<file path="src/sv/modular_exponentiation_assert.svh">
// assertion macros shared by the modular exponentiation rtl
// expects signals named clock and reset in the including module
`ifndef MODULAR_EXPONENTIATION_ASSERT_SVH
`define MODULAR_EXPONENTIATION_ASSERT_SVH

// same-cycle implication, checked outside reset
`define MX_ASSERT_IMPL(label, cond, prop, msg) \
   label: assert property (@(posedge clock) disable iff (reset) (cond) |-> (prop)) \
      else $error(msg);

// next-cycle implication, checked outside reset
`define MX_ASSERT_NEXT(label, cond, prop, msg) \
   label: assert property (@(posedge clock) disable iff (reset) (cond) |=> (prop)) \
      else $error(msg);

`endif

</file>
<file path="src/sv/modexp_pkg.sv">
// shared types and constants for the modular exponentiation block
// no dependencies
package modexp_pkg;

   localparam int DATA_WIDTH            = 63;
   localparam int OPERAND_WIDTH_DEFAULT = 63;

   typedef struct packed {
      logic [DATA_WIDTH-1:0] base_value;
      logic [DATA_WIDTH-1:0] exponent;
      logic [DATA_WIDTH-1:0] modulus;
   } req_type;

   typedef struct packed {
      logic [DATA_WIDTH-1:0] power_result;
      logic                  modulus_error;
   } rsp_type;

endpackage

</file>
<file path="src/sv/modular_exponentiation.sv">
// modular exponentiation, right-to-left square and multiply on one shared mulmod unit
// steps: one mulmod to reduce the base, then per exponent bit up to the top set bit
// a squaring, preceded by a multiply into the accumulator when that bit is set
// one request at a time, next request taken once the result is registered
// a zero or one modulus skips the loop and answers zero; reset clears the sequencer and output valid
// depends on modexp_pkg, modexp_mulmod and modular_exponentiation_assert.svh
`include "modular_exponentiation_assert.svh"

module modular_exponentiation
   import modexp_pkg::*;
#(
   parameter int OPERAND_WIDTH = OPERAND_WIDTH_DEFAULT
) (
   input  logic    clock,
   input  logic    reset,
   input  logic    req_valid,
   output logic    req_ready,
   input  req_type req_data,
   output logic    rsp_valid,
   input  logic    rsp_ready,
   output rsp_type rsp_data
);

   localparam int W = OPERAND_WIDTH;

   typedef enum logic [2:0] {
      ST_IDLE,
      ST_REDUCE,
      ST_CHECK,
      ST_MUL_ACC,
      ST_MUL_SQ,
      ST_FINISH
   } state_type;

   state_type    state_ff;
   logic         start_ff;
   logic [W-1:0] opx_ff;
   logic [W-1:0] opy_ff;
   logic [W-1:0] mod_ff;
   logic [W-1:0] exp_ff;
   logic [W-1:0] acc_ff;
   logic [W-1:0] sq_ff;
   logic         err_ff;
   logic         rsp_valid_ff;
   rsp_type      rsp_data_ff;

   logic         mm_done;
   logic [W-1:0] mm_product;
   logic [W-1:0] base_w;
   logic [W-1:0] exp_w;
   logic [W-1:0] mod_w;
   logic         accept;

   assign base_w = W'(req_data.base_value);
   assign exp_w  = W'(req_data.exponent);
   assign mod_w  = W'(req_data.modulus);
   assign accept = req_valid && req_ready;

   modexp_mulmod #(
      .W(W)
   ) u_mulmod (
      .clock   (clock),
      .reset   (reset),
      .start   (start_ff),
      .x       (opx_ff),
      .y       (opy_ff),
      .m       (mod_ff),
      .done    (mm_done),
      .product (mm_product)
   );

   always_ff @(posedge clock) begin
      if (reset) begin
         state_ff     <= ST_IDLE;
         start_ff     <= 1'b0;
         rsp_valid_ff <= 1'b0;
      end else begin
         if (state_ff == ST_FINISH && (!rsp_valid_ff || rsp_ready)) begin
            rsp_valid_ff <= 1'b1;
         end else if (rsp_valid_ff && rsp_ready) begin
            rsp_valid_ff <= 1'b0;
         end
         unique case (state_ff)
            ST_IDLE: begin
               start_ff <= accept && (mod_w > W'(1));
               if (accept) begin
                  mod_ff <= mod_w;
                  exp_ff <= exp_w;
                  err_ff <= (mod_w == '0);
                  if (mod_w <= W'(1)) begin
                     acc_ff   <= '0;
                     state_ff <= ST_FINISH;
                  end else begin
                     // base mod m as 1 * base mod m
                     acc_ff   <= W'(1);
                     opx_ff   <= W'(1);
                     opy_ff   <= base_w;
                     state_ff <= ST_REDUCE;
                  end
               end
            end
            ST_REDUCE: begin
               start_ff <= 1'b0;
               if (mm_done) begin
                  sq_ff    <= mm_product;
                  state_ff <= ST_CHECK;
               end
            end
            ST_CHECK: begin
               start_ff <= (exp_ff != '0);
               if (exp_ff == '0) begin
                  state_ff <= ST_FINISH;
               end else if (exp_ff[0]) begin
                  opx_ff   <= acc_ff;
                  opy_ff   <= sq_ff;
                  state_ff <= ST_MUL_ACC;
               end else begin
                  opx_ff   <= sq_ff;
                  opy_ff   <= sq_ff;
                  state_ff <= ST_MUL_SQ;
               end
            end
            ST_MUL_ACC: begin
               start_ff <= mm_done;
               if (mm_done) begin
                  acc_ff   <= mm_product;
                  opx_ff   <= sq_ff;
                  opy_ff   <= sq_ff;
                  state_ff <= ST_MUL_SQ;
               end
            end
            ST_MUL_SQ: begin
               start_ff <= 1'b0;
               if (mm_done) begin
                  sq_ff    <= mm_product;
                  exp_ff   <= exp_ff >> 1;
                  state_ff <= ST_CHECK;
               end
            end
            ST_FINISH: begin
               start_ff <= 1'b0;
               // hold until the output slot is free
               if (!rsp_valid_ff || rsp_ready) begin
                  rsp_data_ff.power_result  <= DATA_WIDTH'(acc_ff);
                  rsp_data_ff.modulus_error <= err_ff;
                  state_ff                  <= ST_IDLE;
               end
            end
            default: begin
               start_ff <= 1'b0;
               state_ff <= ST_IDLE;
            end
         endcase
      end
   end

   assign req_ready = (state_ff == ST_IDLE);
   assign rsp_valid = rsp_valid_ff;
   assign rsp_data  = rsp_data_ff;

   `MX_ASSERT_NEXT(a_accept_busy, accept, state_ff != ST_IDLE, "request taken but still idle")
   `MX_ASSERT_IMPL(a_err_zero, rsp_valid_ff && rsp_data_ff.modulus_error,
                   rsp_data_ff.power_result == '0, "error result not zero")
   `MX_ASSERT_IMPL(a_acc_reduced, state_ff == ST_CHECK, (acc_ff < mod_ff) && (sq_ff < mod_ff),
                   "loop operands not reduced")
   `MX_ASSERT_IMPL(a_done_waiting, mm_done,
                   state_ff == ST_REDUCE || state_ff == ST_MUL_ACC || state_ff == ST_MUL_SQ,
                   "multiplier finished with no one waiting")

endmodule

</file>
<file path="src/sv/modexp_mulmod.sv">
// iterative modular multiplier: x * y mod m, one multiplier bit per cycle
// depends on modexp_pkg and modular_exponentiation_assert.svh
`include "modular_exponentiation_assert.svh"

module modexp_mulmod
   import modexp_pkg::*;
#(
   parameter int W = OPERAND_WIDTH_DEFAULT
) (
   input  logic         clock,
   input  logic         reset,
   input  logic         start,
   input  logic [W-1:0] x,
   input  logic [W-1:0] y,
   input  logic [W-1:0] m,
   output logic         done,
   output logic [W-1:0] product
);

   localparam int TW = W + 2;
   localparam int CW = $clog2(W);

   logic          busy_ff;
   logic          done_ff;
   logic [CW-1:0] count_ff;
   logic [W-1:0]  acc_ff;
   logic [W-1:0]  x_ff;
   logic [W-1:0]  y_ff;
   logic [W-1:0]  m_ff;

   logic [W-1:0]  addend;
   logic [TW-1:0] sum_w;
   logic [TW-1:0] mod1_w;
   logic [TW-1:0] mod2_w;
   logic [W-1:0]  acc_in;

   // 2*acc + x*bit stays below 3m, so at most two subtractions of m
   assign addend = y_ff[W-1] ? x_ff : '0;
   assign sum_w  = {1'b0, acc_ff, 1'b0} + {2'b00, addend};
   assign mod1_w = {2'b00, m_ff};
   assign mod2_w = {1'b0, m_ff, 1'b0};

   always_comb begin
      priority if (sum_w >= mod2_w) begin
         acc_in = W'(sum_w - mod2_w);
      end else if (sum_w >= mod1_w) begin
         acc_in = W'(sum_w - mod1_w);
      end else begin
         acc_in = W'(sum_w);
      end
   end

   always_ff @(posedge clock) begin
      if (reset) begin
         busy_ff <= 1'b0;
         done_ff <= 1'b0;
      end else begin
         done_ff <= busy_ff && !start && (count_ff == '0);
         if (start) begin
            busy_ff  <= 1'b1;
            count_ff <= CW'(W - 1);
            acc_ff   <= '0;
            x_ff     <= x;
            y_ff     <= y;
            m_ff     <= m;
         end else if (busy_ff) begin
            acc_ff   <= acc_in;
            y_ff     <= {y_ff[W-2:0], 1'b0};
            count_ff <= count_ff - CW'(1);
            if (count_ff == '0) begin
               busy_ff <= 1'b0;
            end
         end
      end
   end

   assign done    = done_ff;
   assign product = acc_ff;

   `MX_ASSERT_NEXT(a_start_busy, start, busy_ff, "multiplier did not start")
   `MX_ASSERT_IMPL(a_done_idle, done_ff, !busy_ff, "done while still busy")
   `MX_ASSERT_IMPL(a_acc_reduced, busy_ff, acc_ff < m_ff, "partial sum not reduced")

endmodule
</file>
<file path="config.mk">
export PLATFORM = sky130hd
export DESIGN_NAME = modular_exponentiation
export DESIGN_NICKNAME = d
export VERILOG_FILES = /design/src/sv/modexp_pkg.sv /design/src/sv/modular_exponentiation.sv /design/src/sv/modexp_mulmod.sv
export VERILOG_INCLUDE_DIRS = /design/src /design/src/sv
export SDC_FILE = /design/constraint.sdc
export NUM_CORES = 1
export LEC_CHECK = 0
export BUFFER_PORTS_ARGS = -buffer_cell sky130_fd_sc_hd__buf_4
export CAP_MARGIN = 20
export CORE_MARGIN = 2
export CORE_UTILIZATION = 55
export DETAILED_ROUTE_END_ITERATION = 8
export PLACE_DENSITY = 0.84
export SLEW_MARGIN = 0
export SYNTH_ARGS = -nofsm -noshare
export SYNTH_HDL_FRONTEND = slang
export SYNTH_SLANG_ARGS = --single-unit
</file>
<file path="constraint.sdc">
create_clock -name clock -period 61.6 [get_ports clock]
set_input_delay 3.08 -clock clock [delete_from_list [all_inputs] [get_ports clock]]
set_output_delay 3.08 -clock clock [all_outputs]
set_load 0.05 [all_outputs]
</file>
# Yosys cells after proc, flatten, opt, wreduce, memory -nomap -nowiden
# Cells that the tools add are included.
# totals
register_bits,708
word_cells,107
inputBits,193
# classes
add_sub_neg,4
n_lt_le_gt_ge,4
bitwise,1
n_reduce_logical,29
n_eq_ne,12
muxes,38
# ops
cell,count
$mux W63,18
$pmux W63 S3,2
$pmux W63 S2,2
$logic_not A63 Y1,2
$sub A63 B63 Y63,2
$add A64 B63 Y65,1
$ge A65 B63 Y1,1
$ge A65 B64 Y1,1
$gt A63 B1 Y1 const B,1
$le A63 B1 Y1 const B,1
$reduce_bool A63 Y1,1
$mux W3,7
$pmux W3 S5,1
$reduce_and A4 Y1,3
$ne A2 B1 Y1 const B,5
$reduce_and A3 Y1,3
$reduce_bool A2 Y1,4
$eq A3 B2 Y1 const B,2
$eq A3 B3 Y1 const B,2
$logic_and A1 B1 Y1,6
$logic_not A6 Y1,1
$mux W1,6
$mux W6,1
$reduce_and A6 Y1,1
11 further kinds,14

# Logic depth before layout (Yosys ltp)
# depth
ltp_word,6
depth_mapped,29

# By module
# A second synthesis with hierarchy kept.
# hier_totals
cells_unflattened,3531
area_unflattened_um2,38704.6
# modules_own_cells
mod,n_inst,area_each_um2,cells_per_inst,seq_area_each_um2
modexp_mulmod,1,21828.4,2424,7787.5
modular_exponentiation,1,16876.2,1107,13402.9

# Least setup slack after synthesis
# OpenSTA, ideal clock, no wires.
# synth_path
kind,input port to flip-flop
startpoint,input req_data[23] (netlist name)
endpoint,register opx_ff[0] (enable)
required_time_ns,60.318
setup_slack_ns,37.372
arrival_ns,22.946
stages,5
setup_time_ns,1.282
cell_sequence,nor4_1 > nand4_1 > nor4_1 > a22o_1 > a2111oi_0
# synth_between
elab_chain_cells,3
# synth_rtl
element,line,source
from (decl),modular_exponentiation.sv:18,"input req_type req_data,"
$le A63 B1 Y1,modular_exponentiation.sv:90,if (mod_w <= W'(1)) begin
$ne A2 B2 Y1 (no source line),-,
$reduce_and A6 Y1 (no source line),-,
to (signal assigned),modular_exponentiation.sv:118,opx_ff <= sq_ff;
to (signal assigned),modular_exponentiation.sv:127,opx_ff <= sq_ff;
to (decl),modular_exponentiation.sv:37,logic [W-1:0] opx_ff;
# No other way between the ends.
# A chain may end at the register's enable or synchronous reset.

# Worst setup path after layout
# layout_path
startpoint,register u_mulmod.y_ff[62]
endpoint,"register u_mulmod.acc_ff[19], in the netlist u_mulmod.product[19], data pin"
# layout_between
elab_chain_cells,6
word_cells_on_any_way,9
# layout_rtl
element,line,source
from (decl),modexp_mulmod.sv:28,logic [W-1:0] y_ff;
from (signal assigned),modexp_mulmod.sv:64,y_ff <= y;
from (signal assigned),modexp_mulmod.sv:68,"y_ff <= {y_ff[W-2:0], 1'b0};"
$mux W63 (*),modexp_mulmod.sv:38,assign addend = y_ff[W-1] ? x_ff : '0;
$add A64 B63 Y65 (*),modexp_mulmod.sv:39,"assign sum_w = {1'b0, acc_ff, 1'b0} + {2'b00, addend};"
$sub A63 B63 Y63 or $ge A65 B63 Y1 (tied branches),"modexp_mulmod.sv:47, modexp_mulmod.sv:46",
$mux W63,modexp_mulmod.sv:46,end else if (sum_w >= mod1_w) begin
$mux W63 (*),modexp_mulmod.sv:44,priority if (sum_w >= mod2_w) begin
$mux W63 (*),modexp_mulmod.sv:66,end else if (busy_ff) begin
to (signal assigned),modexp_mulmod.sv:67,acc_ff <= acc_in;
to (decl),modexp_mulmod.sv:26,logic [W-1:0] acc_ff;
# Mark *: on every way between the ends. The rest lies on a longest branch, timed or not. The select of a mux whose other input is x is not followed.

==> results.json <==
{
  "critPathBufInv": 3,
  "die_y_um": 270,
  "final_layout_size_suffix_gt1_share_pct": 14.5,
  "io_buffer_count": 258,
  "num_rows": 97,
  "synth_edf_count": 701,
  "clockBufferDepth": 3,
  "numCtsBuffers": 75,
  "cpPeakStageDelay_ns": 0.61,
  "min_path_cells": 0,
  "cts_resized": 0,
  "cp_max_fo": 67,
  "timing.fmax_mhz": 124,
  "cts_setup_buffers": 0,
  "synth_top_area_share_pct": 54.2,
  "p_per_area_mw_per_mm2": 38.1,
  "yosysTopAreaCell": "edfxtp_1",
  "ant_nets": 0,
  "hpwlAfterDp_um": 78100,
  "grt_max_degree": 92,
  "hp-class": "flip-flop to flip-flop",
  "startpoint_type": "flip-flop",
  "syn_area_per_cell_um2": 10.9,
  "tritoncts": "done",
  "grt_pass1_vias": 27500,
  "crit_family": "compound AO/OA/AOI/OAI gates",
  "vdd_drop_max_v": 0.0000185,
  "cts_root_buf": "clkbuf_16",
  "tns_ns": 0,
  "hold_slack_ns": 0.414,
  "die_area_mm2": 0.0727,
  "power.leakage_nw": 17.1,
  "crit_cells": 26,
  "grt_pass1_wl_um": 161000,
  "coreArea_mm2": 0.0699,
  "fin_util_pct": 62.8,
  "dp.cells": 4582,
  "cts_hold_buffers": 0,
  "critPathKind": "flip-flop to flip-flop",
  "synthesis.nets": 3936,
  "hold_viol_final": 0,
  "yosysUniqueCellTypes": 79,
  "first_pass_iters": 6,
  "multi_input_area_mm2": 0.0165,
  "syn_to_final_growth_pct": 13.0,
  "synth_area_leaders": "edfxtp_1 54%, ha_1 6.1%, nand2_1 5.4%",
  "io-pin-count": 259,
  "yosysWarnings": 0,
  "htreeDepth": 3,
  "vias": 29100,
  "drc": 0,
  "critical-path-slowest-cell": "buf_4",
  "drt-initial-drc-count": 3127,
  "routedWlPerCell_um": 22.5,
  "crit_path_end_kind": "flip-flop",
  "ys_seq_area_share_pct": 54.6,
  "nets": 4105,
  "yosys-top-cells-count": "701 x edfxtp_1, 558 x nand2_1, 303 x a21oi_1",
  "synthesis.area_mm2": 0.0388,
  "grt_usage_pct": 28.6,
  "syn_inst": 3550,
  "worstSkewPairLatency_ns": 0.63,
  "slew_headroom_pct": 33.4,
  "cap_viol_max_count": 0,
  "globalplace.congestion": 0.997,
  "finClkSkew_ns": 0.0345,
  "ys_async_sr_fraction_pct": 0,
  "synth_seq_cells": 708,
  "wl_um": 106000,
  "finalSetupViolCount": 0,
  "tightestPinTransition_ns": 0.991,
  "clock-sinks": 708,
  "vias_per_cell": 6.17,
  "synthFlopType": "edfxtp_1",
  "dieWidth_um": 270,
  "grt_overflow": 0,
  "n_antenna_cell": 0,
  "fin_crit_sh_pct": 13.1,
  "antenna_found_initial": 0,
  "r2r_cells": 26,
  "initial_utilization_pct": 55.5,
  "rsz0062_at_grt": "no",
  "layout_min_cycle_time_ns": 8.08,
  "yosysMostFrequentCell": "edfxtp_1",
  "fillers": 5409,
  "path_clk_slew_ns": 0.07,
  "cp.arrival_ns": 8.39,
  "outcome": "complete, no violations",
  "seq_area_mm2": 0.0212,
  "fin_cells": 4716,
  "worst_path_most_repeated_cell": "a21oi_1",
  "report.final.slew_viol_count": 0,
  "cp.required_ns": 61.91
}
cell families (layout without fill, tap and decap cells):
group | count (synthesis) | after routing | share of synthesized area, %
fa+ha+maj | 193 | 193 | 6.28
buf+inv | 315 | 541 | 3.16
compound gates | 881 | 881 | 14.5
mux | 137 | 137 | 3.93
xor+xnor | 169 | 169 | 3.81
simple gates | 1147 | 1147 | 13.7
flops | 708 | 708 | 54.6
placed cells by master (no fill, tap or decap), types with 41 or more instances in the layout:
cell and instances:
a21o_1 114, a21oi_1 302, a31oi_1 42, and2_1 76
and3_1 77, buf_4 281, clkbuf_16 76, edfxtp_1 701
ha_1 190, inv_1 125, mux2_2 124, nand2_1 557
nand3_1 57, nand4_1 62, nor2_1 148, nor3_1 48
nor4_1 41, o21ai_0 137, o21bai_1 47, xnor2_1 108
xor2_1 61
per-layer routing:
layer / vias up / global-route usage [%] / wire length, µm
li1: 13500 / - / -
met1: 13900 / 43.3 / 46400
met2: 1495 / 42.5 / 46300
met3: 152 / 4.20 / 10200
met4: 0 / 8.87 / 3110
met5: - / 0 / 0
cell type report:
| class | instances | area share [%] |
|---|---|---|
| Multi-Input combinational cell | 2527 | 37.6 |
| Timing Repair Buffer | 281 | 4.81 |
| Sequential cell | 708 | 48.3 |
| Clock inverter | 46 | 1.11 |
| Tap cell | 940 | 2.68 |
| Inverter | 126 | 1.08 |
| Clock buffer | 88 | 4.44 |
final timing paths:
path	from	endpoint	slack, ns
hold reg to reg	opx_ff[43]	u_mulmod.x_ff[43]	0.41
hold / removal	opx_ff[43]	u_mulmod.x_ff[43]	0.41
setup reg to reg	u_mulmod.y_ff[62]	u_mulmod.product[19]	53.52
setup / recovery	u_mulmod.y_ff[62]	u_mulmod.product[19]	53.52
stage by stage:
step	instance area [µm²]	setup WS, ns	power [mW]
2_1_floorplan	38800	37.37	1.04
3_3_place_gp	41500	53.94	1.21
3_5_place_dp	41500	53.79	1.21
4_1_cts	43900	53.72	1.66
5_1_grt	43900	52.90	1.75
6_report	43900	53.52	1.67
power by group:
group          internal (mW)  switching [mW]  total (mW)
registers              0.574          0.0195       0.593
logic                  0.226           0.404       0.630
clock network          0.262           0.189       0.450
state kept, by name, indices dropped and copies added (netlist names), 3 cells and up:
register / cells
exp_ff: 63
mod_ff: 63
u_mulmod.m_ff: 63
opx_ff: 63
u_mulmod.y_ff: 63
u_mulmod.count_ff: 6
u_mulmod.product: 63
state_ff: 3
sq_ff: 63
u_mulmod.x_ff: 63
rsp_data: 64
acc_ff: 63
opy_ff: 63
Power figures use the tool's default switching activity.
